[src/rtl/tsd_pkg.sv]
// Shared definitions for the scratchpad temperature decoder.
// Register indexes, reset codes, status and kind codes, and the queue entry type.
// No dependencies.
package tsd_pkg;

	// Depth of the queue between the front and the back.
	localparam int unsigned QUEUE_DEPTH = 2;

	// Configuration port widths.
	localparam int unsigned ADDR_W = 4;
	localparam int unsigned DATA_W = 32;
	localparam int unsigned CODE_W = 8;

	// Result temperature width and saturation bounds.
	localparam int unsigned TEMP_W = 22;
	localparam logic signed [TEMP_W-1:0] TEMP_MIN = -22'sd1282500;
	localparam logic signed [TEMP_W-1:0] TEMP_MAX = 22'sd1279375;

	// Register indexes on the configuration port.
	typedef enum logic [1:0] {
		REG_CODE_STANDARD  = 2'd0,
		REG_CODE_LEGACY    = 2'd1,
		REG_CODE_VARIANT_A = 2'd2,
		REG_CODE_VARIANT_B = 2'd3
	} reg_idx_t;

	localparam logic [CODE_W-1:0] RST_CODE_STANDARD  = 8'd40;
	localparam logic [CODE_W-1:0] RST_CODE_LEGACY    = 8'd16;
	localparam logic [CODE_W-1:0] RST_CODE_VARIANT_A = 8'd34;
	localparam logic [CODE_W-1:0] RST_CODE_VARIANT_B = 8'd66;

	// Result status codes.
	typedef enum logic [1:0] {
		STATUS_OK         = 2'd0,
		STATUS_BAD_FAMILY = 2'd1,
		STATUS_BAD_CRC    = 2'd2,
		STATUS_CONV_ERR   = 2'd3
	} status_t;

	// How the front classified a word's family code.
	typedef enum logic [1:0] {
		KIND_NONE = 2'd0,
		KIND_STD  = 2'd1,
		KIND_LEG  = 2'd2
	} kind_t;

	// One classified scratchpad word as it travels through the queue.
	typedef struct packed {
		kind_t      kind;
		logic [7:0] temp_lsb;
		logic [7:0] temp_msb;
		logic [7:0] alarm_high;
		logic [7:0] alarm_low;
		logic [7:0] config_byte;
		logic [7:0] reserved_byte;
		logic [7:0] count_remain;
		logic [7:0] count_per_degree;
		logic [7:0] crc_byte;
	} entry_t;

	// Queue head as seen by the back.
	typedef struct packed {
		logic   valid;
		entry_t entry;
	} q_head_t;

endpackage

[src/rtl/tsd_front.sv]
// Front of the scratchpad temperature decoder: configuration registers and
// family classification of incoming words. Depends on tsd_pkg.
module tsd_front (
	input  logic                         clk,
	input  logic                         arst_n,
	input  logic                         psel,
	input  logic                         penable,
	input  logic                         pwrite,
	input  logic [tsd_pkg::ADDR_W-1:0]   paddr,
	input  logic [tsd_pkg::DATA_W-1:0]   pwdata,
	output logic [tsd_pkg::DATA_W-1:0]   prdata,
	output logic                         pready,
	input  logic                         in_valid,
	output logic                         in_stall,
	input  logic [7:0]                   family_code,
	input  logic [7:0]                   temp_lsb,
	input  logic [7:0]                   temp_msb,
	input  logic [7:0]                   alarm_high,
	input  logic [7:0]                   alarm_low,
	input  logic [7:0]                   config_byte,
	input  logic [7:0]                   reserved_byte,
	input  logic [7:0]                   count_remain,
	input  logic [7:0]                   count_per_degree,
	input  logic [7:0]                   crc_byte,
	input  logic                         q_full,
	output logic                         push,
	output tsd_pkg::entry_t              push_entry
);

	logic [tsd_pkg::CODE_W-1:0] code_standard_q;
	logic [tsd_pkg::CODE_W-1:0] code_legacy_q;
	logic [tsd_pkg::CODE_W-1:0] code_variant_a_q;
	logic [tsd_pkg::CODE_W-1:0] code_variant_b_q;
	tsd_pkg::reg_idx_t          reg_idx;
	logic                       wr_en;
	logic [tsd_pkg::CODE_W-1:0] rd_code;

	assign pready  = 1'b1;
	assign reg_idx = tsd_pkg::reg_idx_t'(paddr[tsd_pkg::ADDR_W-1:2]);
	assign wr_en   = psel && penable && pwrite && pready;

	always_ff @(posedge clk or negedge arst_n) begin
		if (!arst_n) begin
			code_standard_q  <= tsd_pkg::RST_CODE_STANDARD;
			code_legacy_q    <= tsd_pkg::RST_CODE_LEGACY;
			code_variant_a_q <= tsd_pkg::RST_CODE_VARIANT_A;
			code_variant_b_q <= tsd_pkg::RST_CODE_VARIANT_B;
		end else if (wr_en) begin
			case (reg_idx)
				tsd_pkg::REG_CODE_STANDARD:  code_standard_q  <= pwdata[tsd_pkg::CODE_W-1:0];
				tsd_pkg::REG_CODE_LEGACY:    code_legacy_q    <= pwdata[tsd_pkg::CODE_W-1:0];
				tsd_pkg::REG_CODE_VARIANT_A: code_variant_a_q <= pwdata[tsd_pkg::CODE_W-1:0];
				tsd_pkg::REG_CODE_VARIANT_B: code_variant_b_q <= pwdata[tsd_pkg::CODE_W-1:0];
				default: ;
			endcase
		end
	end

	always_comb begin
		case (reg_idx)
			tsd_pkg::REG_CODE_STANDARD:  rd_code = code_standard_q;
			tsd_pkg::REG_CODE_LEGACY:    rd_code = code_legacy_q;
			tsd_pkg::REG_CODE_VARIANT_A: rd_code = code_variant_a_q;
			tsd_pkg::REG_CODE_VARIANT_B: rd_code = code_variant_b_q;
			default:                     rd_code = '0;
		endcase
	end

	assign prdata = {{(tsd_pkg::DATA_W - tsd_pkg::CODE_W){1'b0}}, rd_code};

	// The legacy code wins when a family matches several registers.
	always_comb begin
		if (family_code == code_legacy_q) begin
			push_entry.kind = tsd_pkg::KIND_LEG;
		end else if (family_code == code_standard_q || family_code == code_variant_a_q ||
				family_code == code_variant_b_q) begin
			push_entry.kind = tsd_pkg::KIND_STD;
		end else begin
			push_entry.kind = tsd_pkg::KIND_NONE;
		end
		push_entry.temp_lsb         = temp_lsb;
		push_entry.temp_msb         = temp_msb;
		push_entry.alarm_high       = alarm_high;
		push_entry.alarm_low        = alarm_low;
		push_entry.config_byte      = config_byte;
		push_entry.reserved_byte    = reserved_byte;
		push_entry.count_remain     = count_remain;
		push_entry.count_per_degree = count_per_degree;
		push_entry.crc_byte         = crc_byte;
	end

	assign in_stall = q_full;
	assign push     = in_valid && !q_full;

endmodule

[src/rtl/tsd_queue.sv]
// Small queue of classified words between the front and the back.
// Depends on tsd_pkg.
module tsd_queue #(
	parameter int unsigned DEPTH = tsd_pkg::QUEUE_DEPTH
) (
	input  logic              clk,
	input  logic              arst_n,
	input  logic              push,
	input  tsd_pkg::entry_t   push_entry,
	input  logic              pop,
	output tsd_pkg::q_head_t  head,
	output logic              full
);

	localparam int unsigned PTR_W = (DEPTH > 1) ? $clog2(DEPTH) : 1;
	localparam int unsigned CNT_W = $clog2(DEPTH + 1);

	tsd_pkg::entry_t   slot_q [DEPTH];
	logic [PTR_W-1:0]  wr_ptr_q;
	logic [PTR_W-1:0]  rd_ptr_q;
	logic [CNT_W-1:0]  count_q;
	logic              do_pop;

	assign full       = (count_q == CNT_W'(DEPTH));
	assign head.valid = (count_q != '0);
	assign head.entry = slot_q[rd_ptr_q];
	assign do_pop     = pop && head.valid;

	always_ff @(posedge clk or negedge arst_n) begin
		if (!arst_n) begin
			wr_ptr_q <= '0;
			rd_ptr_q <= '0;
			count_q  <= '0;
		end else begin
			if (push) begin
				wr_ptr_q <= (wr_ptr_q == PTR_W'(DEPTH - 1)) ? '0 : wr_ptr_q + 1'b1;
			end
			if (do_pop) begin
				rd_ptr_q <= (rd_ptr_q == PTR_W'(DEPTH - 1)) ? '0 : rd_ptr_q + 1'b1;
			end
			if (push && !do_pop) begin
				count_q <= count_q + 1'b1;
			end else if (do_pop && !push) begin
				count_q <= count_q - 1'b1;
			end
		end
	end

	always_ff @(posedge clk) begin
		if (push) begin
			slot_q[wr_ptr_q] <= push_entry;
		end
	end

endmodule

[src/rtl/tsd_back.sv]
// Back of the scratchpad temperature decoder: CRC check, standard and legacy
// decode, and the output register. Depends on tsd_pkg.
module tsd_back (
	input  logic                                clk,
	input  logic                                arst_n,
	input  tsd_pkg::q_head_t                    head,
	output logic                                pop,
	output logic                                busy,
	output logic                                out_valid,
	input  logic                                out_stall,
	output logic signed [tsd_pkg::TEMP_W-1:0]   temperature,
	output logic [1:0]                          status
);

	localparam int unsigned DVD_W      = 18;
	localparam int unsigned BITS_CYC   = 3;
	localparam int unsigned DIV_CYCLES = DVD_W / BITS_CYC;
	localparam int unsigned NUM_BYTES  = 8;
	localparam logic [2:0]  STEP_STD   = 3'd0;
	localparam logic [2:0]  STEP_FLOOR = 3'd6;
	localparam logic [2:0]  STEP_LAST  = 3'd7;
	localparam logic [7:0]  CRC_POLY   = 8'h8C;

	typedef enum logic [2:0] {
		BK_IDLE = 3'b001,
		BK_RUN  = 3'b010,
		BK_DONE = 3'b100
	} back_state_t;

	function automatic logic [7:0] crc8_byte(input logic [7:0] crc_in, input logic [7:0] data);
		logic [7:0] c;
		c = crc_in ^ data;
		for (int k = 0; k < 8; k++) begin
			c = c[0] ? ((c >> 1) ^ CRC_POLY) : (c >> 1);
		end
		return c;
	endfunction

	back_state_t               state_q;
	logic [2:0]                step_q;
	tsd_pkg::entry_t           ent_q;
	logic [7:0]                crc_q;
	logic [7:0]                rem_q;
	logic [DVD_W-1:0]          dvd_q;
	logic                      dneg_q;
	logic signed [21:0]        std_q;
	logic signed [17:0]        base_q;
	logic signed [18:0]        f_q;
	logic signed [19:0]        lq_q;
	logic                      out_valid_q;
	logic signed [21:0]        temp_q;
	tsd_pkg::status_t          status_q;

	logic                      out_free;
	logic                      write_out;
	logic [7:0]                pad [NUM_BYTES];
	logic [8:0]                ld_diff;
	logic [7:0]                ld_mag;
	logic [DVD_W-1:0]          ld_dvd;
	logic [7:0]                div_rem;
	logic [DVD_W-1:0]          div_dvd;
	logic [8:0]                div_r;
	logic [15:0]               s_raw;
	logic [15:0]               s_mag;
	logic [3:0]                s_keep;
	logic [20:0]               s_val;
	logic signed [21:0]        s_signed;
	logic [8:0]                l_m;
	logic signed [8:0]         l_half;
	logic signed [17:0]        l_base;
	logic signed [18:0]        l_qs;
	logic signed [18:0]        l_f;
	logic signed [19:0]        l_sum;
	logic signed [23:0]        l_ext;
	logic signed [23:0]        l_v10;
	logic signed [21:0]        l_temp;
	tsd_pkg::status_t          fin_status;
	logic signed [21:0]        fin_temp;

	assign out_free  = !out_valid_q || !out_stall;
	assign write_out = (state_q == BK_DONE) && out_free;
	assign pop       = head.valid && ((state_q == BK_IDLE) || write_out);
	assign busy      = (state_q != BK_IDLE);

	// Scratchpad bytes in CRC order.
	always_comb begin
		pad[0] = ent_q.temp_lsb;
		pad[1] = ent_q.temp_msb;
		pad[2] = ent_q.alarm_high;
		pad[3] = ent_q.alarm_low;
		pad[4] = ent_q.config_byte;
		pad[5] = ent_q.reserved_byte;
		pad[6] = ent_q.count_remain;
		pad[7] = ent_q.count_per_degree;
	end

	// Legacy fraction numerator magnitude, 1000 * |per - remain|.
	always_comb begin
		ld_diff = {1'b0, head.entry.count_per_degree} - {1'b0, head.entry.count_remain};
		ld_mag  = ld_diff[8] ? 8'(-ld_diff) : ld_diff[7:0];
		ld_dvd  = DVD_W'(ld_mag) * DVD_W'(1000);
	end

	// Three restoring division steps per cycle.
	always_comb begin
		div_rem = rem_q;
		div_dvd = dvd_q;
		div_r   = '0;
		for (int k = 0; k < BITS_CYC; k++) begin
			div_r   = {div_rem, div_dvd[DVD_W-1]};
			div_dvd = {div_dvd[DVD_W-2:0], 1'b0};
			if (div_r >= {1'b0, ent_q.count_per_degree}) begin
				div_r      = div_r - {1'b0, ent_q.count_per_degree};
				div_dvd[0] = 1'b1;
			end
			div_rem = div_r[7:0];
		end
	end

	// Standard two's-complement decode.
	always_comb begin
		s_raw = {ent_q.temp_msb, ent_q.temp_lsb};
		s_mag = s_raw[15] ? (16'h0000 - s_raw) : s_raw;
		case (ent_q.config_byte[6:5])
			2'd0:    s_keep = 4'b1000;
			2'd1:    s_keep = 4'b1100;
			2'd2:    s_keep = 4'b1110;
			default: s_keep = 4'b1111;
		endcase
		s_val    = 21'(s_mag[10:4]) * 21'd10000 + 21'(s_mag[3:0] & s_keep) * 21'd625;
		s_signed = s_raw[15] ? -$signed({1'b0, s_val}) : $signed({1'b0, s_val});
	end

	// Legacy base in thousandths and the floored fraction quotient.
	always_comb begin
		l_m = 9'd256 - {1'b0, ent_q.temp_lsb};
		if (ent_q.temp_msb == 8'd0) begin
			l_half = $signed({2'b00, ent_q.temp_lsb[7:1]});
		end else begin
			l_half = -$signed({1'b0, 8'((l_m + 9'd1) >> 1)});
		end
		l_base = $signed({{9{l_half[8]}}, l_half}) * 18'sd1000 - 18'sd250;
		l_qs   = $signed({1'b0, dvd_q});
		if (!dneg_q) begin
			l_f = l_qs;
		end else if (rem_q != 8'd0) begin
			l_f = -l_qs - 19'sd1;
		end else begin
			l_f = -l_qs;
		end
		// A nonzero remainder pulls a negative sum back toward zero.
		l_sum = $signed({base_q[17], base_q[17], base_q}) + $signed({f_q[18], f_q});
		if (l_sum < 0 && rem_q != 8'd0) begin
			l_sum = l_sum + 20'sd1;
		end
		l_ext = $signed({{4{lq_q[19]}}, lq_q});
		l_v10 = (l_ext <<< 3) + (l_ext <<< 1);
		if (l_v10 < $signed({{2{tsd_pkg::TEMP_MIN[21]}}, tsd_pkg::TEMP_MIN})) begin
			l_temp = tsd_pkg::TEMP_MIN;
		end else if (l_v10 > $signed({{2{tsd_pkg::TEMP_MAX[21]}}, tsd_pkg::TEMP_MAX})) begin
			l_temp = tsd_pkg::TEMP_MAX;
		end else begin
			l_temp = l_v10[21:0];
		end
	end

	always_comb begin
		fin_temp = '0;
		if (ent_q.kind == tsd_pkg::KIND_NONE) begin
			fin_status = tsd_pkg::STATUS_BAD_FAMILY;
		end else if (crc_q != ent_q.crc_byte) begin
			fin_status = tsd_pkg::STATUS_BAD_CRC;
		end else if (ent_q.kind == tsd_pkg::KIND_LEG) begin
			if (ent_q.count_per_degree == 8'd0) begin
				fin_status = tsd_pkg::STATUS_CONV_ERR;
			end else begin
				fin_status = tsd_pkg::STATUS_OK;
				fin_temp   = l_temp;
			end
		end else begin
			fin_status = tsd_pkg::STATUS_OK;
			fin_temp   = std_q;
		end
	end

	always_ff @(posedge clk or negedge arst_n) begin
		if (!arst_n) begin
			state_q     <= BK_IDLE;
			step_q      <= '0;
			out_valid_q <= 1'b0;
		end else begin
			case (state_q)
				BK_IDLE: begin
					if (pop) begin
						state_q <= BK_RUN;
						step_q  <= '0;
					end
				end
				BK_RUN: begin
					step_q <= step_q + 3'd1;
					if (step_q == STEP_LAST) begin
						state_q <= BK_DONE;
					end
				end
				BK_DONE: begin
					if (write_out) begin
						step_q  <= '0;
						state_q <= pop ? BK_RUN : BK_IDLE;
					end
				end
				default: state_q <= BK_IDLE;
			endcase
			if (write_out) begin
				out_valid_q <= 1'b1;
			end else if (!out_stall) begin
				out_valid_q <= 1'b0;
			end
		end
	end

	always_ff @(posedge clk) begin
		if (pop) begin
			ent_q  <= head.entry;
			crc_q  <= '0;
			rem_q  <= '0;
			dvd_q  <= ld_dvd;
			dneg_q <= ld_diff[8];
		end else if (state_q == BK_RUN) begin
			crc_q <= crc8_byte(crc_q, pad[step_q]);
			if (step_q < 3'(DIV_CYCLES)) begin
				rem_q <= div_rem;
				dvd_q <= div_dvd;
			end
			if (step_q == STEP_STD) begin
				std_q <= s_signed;
			end
			if (step_q == STEP_FLOOR) begin
				base_q <= l_base;
				f_q    <= l_f;
			end
			if (step_q == STEP_LAST) begin
				lq_q <= l_sum;
			end
		end
		if (write_out) begin
			temp_q   <= fin_temp;
			status_q <= fin_status;
		end
	end

	assign out_valid   = out_valid_q;
	assign temperature = temp_q;
	assign status      = status_q;

endmodule

[src/rtl/temp_scratchpad_decoder_unit.sv]
// Top level of the scratchpad temperature decoder.
// Instantiates tsd_front, tsd_queue and tsd_back; depends on tsd_pkg.
//
// Usage: each input word carries a sensor family code and the nine scratchpad
// bytes that the sensor returned. A word is taken at a rising clock edge where
// in_valid is high and in_stall is low. Each word gives exactly one result
// word (temperature in ten-thousandths of a degree C, and status), presented
// on out_valid and taken at an edge where out_stall is low.
// The front checks the family code against the four code registers and places
// the word in a small queue. The back runs a CRC8 check one scratchpad byte
// per cycle while a divider works out the legacy count fraction three
// quotient bits per cycle. Each word runs through eight CRC steps and then a
// done state that forms the result once the output register is free. The back
// takes another word from the queue in the same cycle that it writes a result.
// While the receiver stalls, the result holds in the output register, the
// back finishes its current word and waits, and the queue keeps accepting
// words until it is full, at which point in_stall rises.
// Reset clears the queue, the back and the output valid, and loads the code
// registers with their default family codes. Code registers are written
// through the APB-style port, which never inserts wait states.
module temp_scratchpad_decoder_unit #(
	parameter int unsigned QUEUE_DEPTH = tsd_pkg::QUEUE_DEPTH
) (
	input  logic                                clk,
	input  logic                                arst_n,
	input  logic                                psel,
	input  logic                                penable,
	input  logic                                pwrite,
	input  logic [tsd_pkg::ADDR_W-1:0]          paddr,
	input  logic [tsd_pkg::DATA_W-1:0]          pwdata,
	output logic [tsd_pkg::DATA_W-1:0]          prdata,
	output logic                                pready,
	input  logic                                in_valid,
	output logic                                in_stall,
	input  logic [7:0]                          family_code,
	input  logic [7:0]                          temp_lsb,
	input  logic [7:0]                          temp_msb,
	input  logic [7:0]                          alarm_high,
	input  logic [7:0]                          alarm_low,
	input  logic [7:0]                          config_byte,
	input  logic [7:0]                          reserved_byte,
	input  logic [7:0]                          count_remain,
	input  logic [7:0]                          count_per_degree,
	input  logic [7:0]                          crc_byte,
	output logic                                out_valid,
	input  logic                                out_stall,
	output logic signed [tsd_pkg::TEMP_W-1:0]   temperature,
	output logic [1:0]                          status
);

	logic              q_full;
	logic              push;
	tsd_pkg::entry_t   push_entry;
	logic              pop;
	tsd_pkg::q_head_t  head;
	logic              back_busy;

	tsd_front u_front (
		.clk              (clk),
		.arst_n           (arst_n),
		.psel             (psel),
		.penable          (penable),
		.pwrite           (pwrite),
		.paddr            (paddr),
		.pwdata           (pwdata),
		.prdata           (prdata),
		.pready           (pready),
		.in_valid         (in_valid),
		.in_stall         (in_stall),
		.family_code      (family_code),
		.temp_lsb         (temp_lsb),
		.temp_msb         (temp_msb),
		.alarm_high       (alarm_high),
		.alarm_low        (alarm_low),
		.config_byte      (config_byte),
		.reserved_byte    (reserved_byte),
		.count_remain     (count_remain),
		.count_per_degree (count_per_degree),
		.crc_byte         (crc_byte),
		.q_full           (q_full),
		.push             (push),
		.push_entry       (push_entry)
	);

	tsd_queue #(
		.DEPTH (QUEUE_DEPTH)
	) u_queue (
		.clk        (clk),
		.arst_n     (arst_n),
		.push       (push),
		.push_entry (push_entry),
		.pop        (pop),
		.head       (head),
		.full       (q_full)
	);

	tsd_back u_back (
		.clk         (clk),
		.arst_n      (arst_n),
		.head        (head),
		.pop         (pop),
		.busy        (back_busy),
		.out_valid   (out_valid),
		.out_stall   (out_stall),
		.temperature (temperature),
		.status      (status)
	);

	// Any result other than a good decode carries a zero temperature.
	a_zero_on_error: assert property (@(posedge clk) disable iff (!arst_n)
		out_valid && (status != tsd_pkg::STATUS_OK) |-> temperature == '0)
		else $error("nonzero temperature with error status");

	// Decoded temperatures stay within the saturation bounds.
	a_temp_range: assert property (@(posedge clk) disable iff (!arst_n)
		out_valid |-> (temperature >= tsd_pkg::TEMP_MIN) && (temperature <= tsd_pkg::TEMP_MAX))
		else $error("temperature out of range");

	// The queue can only fill up while the back is working on a word.
	a_full_busy: assert property (@(posedge clk) disable iff (!arst_n)
		q_full |-> back_busy)
		else $error("queue full while back is idle");

endmodule
[config.mk]
export PLATFORM = sky130hd
export DESIGN_NAME = temp_scratchpad_decoder_unit
export DESIGN_NICKNAME = d
export VERILOG_FILES = /design/src/rtl/tsd_pkg.sv /design/src/rtl/tsd_front.sv /design/src/rtl/tsd_queue.sv /design/src/rtl/tsd_back.sv /design/src/rtl/temp_scratchpad_decoder_unit.sv
export SDC_FILE = /design/constraint.sdc
export NUM_CORES = 1
export LEC_CHECK = 0
export ABC_CLOCK_PERIOD_IN_PS = 9400
export BUFFER_PORTS_ARGS = -buffer_cell sky130_fd_sc_hd__buf_4
export CAP_MARGIN = 40
export CORE_MARGIN = 2
export CORE_UTILIZATION = 30
export CTS_CLUSTER_SIZE = 8
export DETAILED_ROUTE_END_ITERATION = 8
export GPL_TIMING_DRIVEN = 1
export HOLD_SLACK_MARGIN = 0.05
export SLEW_MARGIN = 20
export SYNTH_ARGS = -nofsm -noshare
export SYNTH_HDL_FRONTEND = slang
export SYNTH_HIERARCHICAL = 1
export SYNTH_SLANG_ARGS = --single-unit
export TNS_END_PERCENT = 5
[constraint.sdc]
create_clock -name clk -period 9.4 [get_ports clk]
set_input_delay 1.41 -clock clk [delete_from_list [all_inputs] [get_ports clk]]
set_output_delay 1.41 -clock clk [all_outputs]
set_load 0.05 [all_outputs]
==> impl_metrics.py, run 1 <==
metrics = {
    "status": {
        "outcome": "finished clean",
    },
    "floorplanning": {
        "core_area_mm2": 0.0900,
        "rows": 110,
        "dieHeight_um": 305,
        "io_pins": 182,
        "dieWidth_um": 305,
        "die-area_mm2": 0.0931,
        "initial_utilization_pct": 30.2,
    },
    "grt": {
        "antenna_found_initial": 4,
        "grt_usage_pct": 12.1,
        "met1_usage_pct": 16.8,
        "grt_pass1_vias": 16968,
        "grt_pass1_wl_mm": 91.1,
        "grt_max_degree": 60,
        "grtUsageMet2_pct": 19.7,
        "globalRoute.busiestLayer": "met2",
        "gr-total-overflow": 0,
        "grt.met3_usage_pct": 1.90,
    },
    "clock_network": {
        "clock_latency_ns": 0.62,
        "postCtsSetupBuffers": 0,
        "holdBufCountCts": 0,
        "clockBufferDepth": 3,
        "cts_max_level": 2,
        "cts_tree": "done",
        "clk_pin_slew_ns": 0.05,
        "clock-sinks": 400,
        "cts_buffers": 56,
        "ctsResizeCount": 0,
        "root_buffer": "clkbuf_16",
    },
    "placement": {
        "place_area_mm2": 0.0289,
        "gp_congestion": 0.842,
        "placed_cells": 3553,
        "hpwl_mm": 43.2,
        "port_buffers": 130,
    },
    "worst_hold_path": {
        "hp-class": "register to register",
    },
    "sta": {
        "skew_ns": 0.0447,
        "max_slew_margin_pct": 39.8,
        "setup_viol": 0,
        "fmax_ghz": 0.131,
        "slew_viol_final": 0,
        "period_share_pct": 81.4,
        "setup_tns_ns": 0,
        "period_minus_slack_ns": 7.66,
        "finalHoldViolations": 0,
        "worstMarginPinSlew_ns": 0.900,
        "rsz0062_at_grt": "false",
    },
    "critical_path": {
        "crit_required_ns": 9.88,
        "worstSetupPathType": "register to register",
        "crit_path_end_kind": "register",
        "cpPeakStageDelay_ns": 0.70,
        "r2r_slack_ns": 1.74,
        "cp_top_family": "compound AO/OA/AOI/OAI gates",
        "cp_slowest_cell": "a21oi_1",
        "crit_fanout": 9,
        "critPathBufInv": 2,
        "start_kind": "register",
        "crit_arrival_ns": 8.14,
    },
    "final_layout": {
        "multi_input_area_mm2": 0.0139,
        "fin_util_pct": 34.0,
        "final_area_mm2": 0.0306,
        "final_layout_size_suffix_gt1_share_pct": 15.5,
        "seq_area_mm2": 0.0116,
        "syn_to_final_growth_pct": 12.6,
        "fillers": 9012,
        "nets": 2846,
        "layoutNonFillerInstCount": 3663,
    },
    "synthesis": {
        "netlist_area_mm2": 0.0272,
        "avgSynthCellArea_um2": 11.5,
        "netlist_instances": 2366,
        "ys_warn_count": 6,
    },
    "detailed_routing": {
        "drt-total-wl_mm": 56.7,
        "drtIter0Drc": 976,
        "drtPass1Iterations": 7,
        "vias": 16938,
        "ant_nets": 0,
        "drc": 0,
        "via_per_inst": 4.62,
        "wl_per_cell_um": 15.5,
    },
    "job": {
        "maxCapViolCount": 0,
    },
}
cells in the final DEF (no fill, tap or decap), types with 19 or more instances in the layout:
cell type and n:
edfxtp_1 338, ha_1 213, inv_1 206, xnor2_1 159, nand2_1 154, buf_4 149, a21oi_1 100, xor2_1 100
nor2_1 92, o21ai_0 91, fa_1 73, mux2_4 66, clkbuf_16 57, mux2_2 48, nand3_1 46, clkbuf_1 45
a21o_1 39, dfrtp_1 34, nor3_1 32, mux2i_1 27, conb_1 26, nand4_1 20, dfxtp_1 19
flip-flops by register name, summed over array words and instances (netlist names), 2 cells and up:
name                      cells
u_back/ent_q                 74
u_back/state_q                3
u_back/lq_q                  20
u_back/status                 2
u_back/temperature           22
u_back/rem_q                  8
u_back/dvd_q                 18
u_queue/slot_q              148
u_back/base_q                15
u_queue/count_q               2
u_back/f_q                   19
u_front/code_variant_b_q      8
u_back/std_q                 22
u_front/code_variant_a_q      8
u_back/crc_q                  8
u_front/code_legacy_q         8
u_front/code_standard_q       8
u_back/step_q                 3
path summary, 6_finish.rpt:
path,from,endpoint,cells past startpoint
min in group asynchronous,arst_n,u_back/step_q[0],1
max in group asynchronous,arst_n,u_queue/rd_ptr_q,1
hold reg to reg,u_queue/count_q[1],u_queue/count_q[1],1
setup / recovery,u_back/ent_q[9],u_back/rem_q[4],28
setup reg to reg,u_back/ent_q[9],u_back/rem_q[4],28
hold / removal,u_queue/count_q[1],u_queue/count_q[1],1
per-stage QoR:
stage	worst slack, ns	hold WS, ns
global route	1.09	0.523
global placement	1.79	0.466
CTS	1.72	0.484
finish	1.74	0.483
floorplan	2.52	0.447
detailed placement	1.78	0.475
layout make-up:
| type | instances | area share (%) |
|---|---|---|
| diodes | 2 | 0.0163 |
| clock buffers | 102 | 5.21 |
| clock inverters | 4 | 0.229 |
| inverters | 208 | 2.55 |
| multi-input cells | 1614 | 45.3 |
| flip-flops and latches | 400 | 37.9 |
| well taps | 1176 | 4.80 |
| repair buffers | 157 | 3.99 |
per-layer routing:
metal  wire, µm  vias up
li1           -     8494
met1      26900     8057
met2      26200      316
met3       2550       71
met4       1110        0
met5          0        -
Power of run 1 is not shown: default switching activity piles up to over one toggle a cycle in this logic, so the estimate is an artifact.
==> run 2: changes to the inputs <==
--- a/config.mk
+++ b/config.mk
@@ -5,7 +5,7 @@
 export SDC_FILE = /design/constraint.sdc
 export NUM_CORES = 1
 export LEC_CHECK = 0
-export ABC_CLOCK_PERIOD_IN_PS = 9400
+export ABC_CLOCK_PERIOD_IN_PS = 7300
 export BUFFER_PORTS_ARGS = -buffer_cell sky130_fd_sc_hd__buf_4
 export CAP_MARGIN = 40
 export CORE_MARGIN = 2
==> constraint.sdc (replaced) <==
create_clock -name clk -period 7.3 [get_ports clk]
set_input_delay 1.095 -clock clk [delete_from_list [all_inputs] [get_ports clk]]
set_output_delay 1.095 -clock clk [all_outputs]
set_load 0.05 [all_outputs]
==> impl_metrics.py, run 2 (same netlist as run 1, synthesis figures left out) <==
metrics = {
    "sta": {
        "period_minus_slack_ns": 6.82,
        "worstMarginPinSlew_ns": 0.904,
        "finalHoldViolations": 0,
        "slew_viol_final": 0,
        "skew_ns": 0.0269,
        "fmax_ghz": 0.147,
        "rsz0062_at_grt": "true",
        "period_share_pct": 93.4,
        "max_slew_margin_pct": 39.2,
        "setup_viol": 0,
    },
    "job": {
        "maxCapViolCount": 0,
    },
    "critical_path": {
        "crit_required_ns": 7.66,
        "cp_slowest_cell": "dfrtp_4",
        "cp_top_family": "adder cells",
        "cpPeakStageDelay_ns": 0.55,
        "crit_arrival_ns": 7.18,
        "crit_fanout": 7,
        "worstSetupPathType": "register to register",
        "critPathBufInv": 5,
        "crit_path_end_kind": "register",
        "start_kind": "register",
    },
    "floorplanning": {
        "initial_utilization_pct": 30.2,
        "dieWidth_um": 305,
        "core_area_mm2": 0.0900,
        "rows": 110,
        "io_pins": 182,
        "die-area_mm2": 0.0931,
        "dieHeight_um": 305,
    },
    "grt": {
        "grt_pass1_wl_mm": 92.4,
        "gr-total-overflow": 0,
        "grt_usage_pct": 12.3,
        "antenna_found_initial": 1,
        "grt_pass1_vias": 16878,
        "grt_max_degree": 62,
    },
    "detailed_routing": {
        "drt-total-wl_mm": 57.3,
        "drtIter0Drc": 1016,
        "drtPass1Iterations": 5,
        "drc": 0,
        "ant_nets": 0,
        "wl_per_cell_um": 15.5,
        "vias": 16977,
        "via_per_inst": 4.60,
    },
    "clock_network": {
        "cts_max_level": 2,
        "cts_tree": "done",
        "clk_pin_slew_ns": 0.05,
        "clock_latency_ns": 0.62,
        "clock-sinks": 400,
        "root_buffer": "clkbuf_16",
        "cts_buffers": 56,
        "holdBufCountCts": 0,
        "clockBufferDepth": 3,
    },
    "final_layout": {
        "fillers": 8972,
        "nets": 2874,
        "syn_to_final_growth_pct": 13.5,
        "largest-register": "u_queue/slot_q",
        "final_area_mm2": 0.0309,
        "final_layout_size_suffix_gt1_share_pct": 16.8,
        "largest_reg_flops": 148,
        "layout_commonest_cell": "edfxtp_1",
        "top_regs": "u_queue/slot_q x148, u_back/ent_q x74",
        "final_cell_mix": "338 x edfxtp_1, 213 x ha_1, 206 x inv_1, 178 x buf_4, 159 x xnor2_1",
    },
    "worst_hold_path": {
        "hp-class": "primary input to async pin",
    },
    "status": {
        "outcome": "finished clean",
    },
    "placement": {
        "hpwl_mm": 43.8,
        "place_area_mm2": 0.0291,
        "port_buffers": 130,
        "gp_congestion": 0.843,
    },
}
[run 2: layout make-up]
type / count / area, µm² / share of cell area, %
inverter: 208 / 782 / 2.53
clock buffer: 102 / 1610 / 5.20
timing repair buffer: 185 / 1420 / 4.59
clock inverter: 3 / 63.8 / 0.207
multi-input combinational: 1614 / 13900 / 45.1
antenna: 1 / 2.50 / 0.00811
tap: 1176 / 1470 / 4.77
sequential: 400 / 11600 / 37.6
[run 2: worst reg2reg max path: cells and delay by family, from the launching register on]
| family | cells | cell delay (ns) |
|---|---|---|
| buffers and inverters | 5 | 0.39 |
| AO/OA/AOI/OAI | 11 | 1.77 |
| flip-flops | 1 | 0.55 |
| multiplexers | 1 | 0.34 |
| AND/OR/NAND/NOR | 3 | 0.44 |
| adder cells (fa/ha/maj) | 7 | 2.79 |
| XOR/XNOR | 2 | 0.30 |
[run 2: path summary, 6_finish.rpt]
path / startpoint / end / slack (ns) / depth (start not counted)
max: u_queue/rd_ptr_q / u_back/dvd_q[17] / 0.48 / 29
max in group asynchronous: arst_n / u_queue/rd_ptr_q / 6.38 / 1
min reg2reg: u_queue/count_q[1] / u_queue/count_q[1] / 0.48 / 1
max reg2reg: u_queue/rd_ptr_q / u_back/dvd_q[17] / 0.48 / 29
min in group clk: u_queue/count_q[1] / u_queue/count_q[1] / 0.48 / 1
min: arst_n / u_back/state_q[1] / 0.48 / 1
[run 2: repair_timing]
item                       CTS  global route
resized for setup            0            11
setup endpoints to repair    0             6
hold endpoints to repair     0             0
buffers inserted             0             4
[run 2: stage by stage]
step / TNS [ns] / utilization [%] / setup WS (ns) / hold slack [ns] / instances
4_1_cts: 0 / 34.2 / 0.189 / 0.463 / 3681
2_1_floorplan: 0 / - / 0.422 / 0.447 / 2389
3_5_place_dp: 0 / 32.3 / 0.219 / 0.469 / 3576
5_1_grt: -0.0803 / 34.3 / -0.0539 / 0.504 / 3688
3_3_place_gp: 0 / 32.2 / 0.241 / 0.463 / 3569
6_report: 0 / 34.3 / 0.481 / 0.475 / 3689
[run 2: per-layer routing]
metal / up-vias / part of all wire (%) / routed length (µm) / GRT usage [%]
met1: 8036 / 47 / 27100 / 17.2
li1: 8566 / - / - / -
met5: - / 0 / 0 / 0
met2: 310 / 46 / 26200 / 19.9
met3: 65 / 5.1 / 2900 / 1.98
met4: 0 / 1.8 / 1030 / 2.93
Power of run 2 is left out for the same reason.
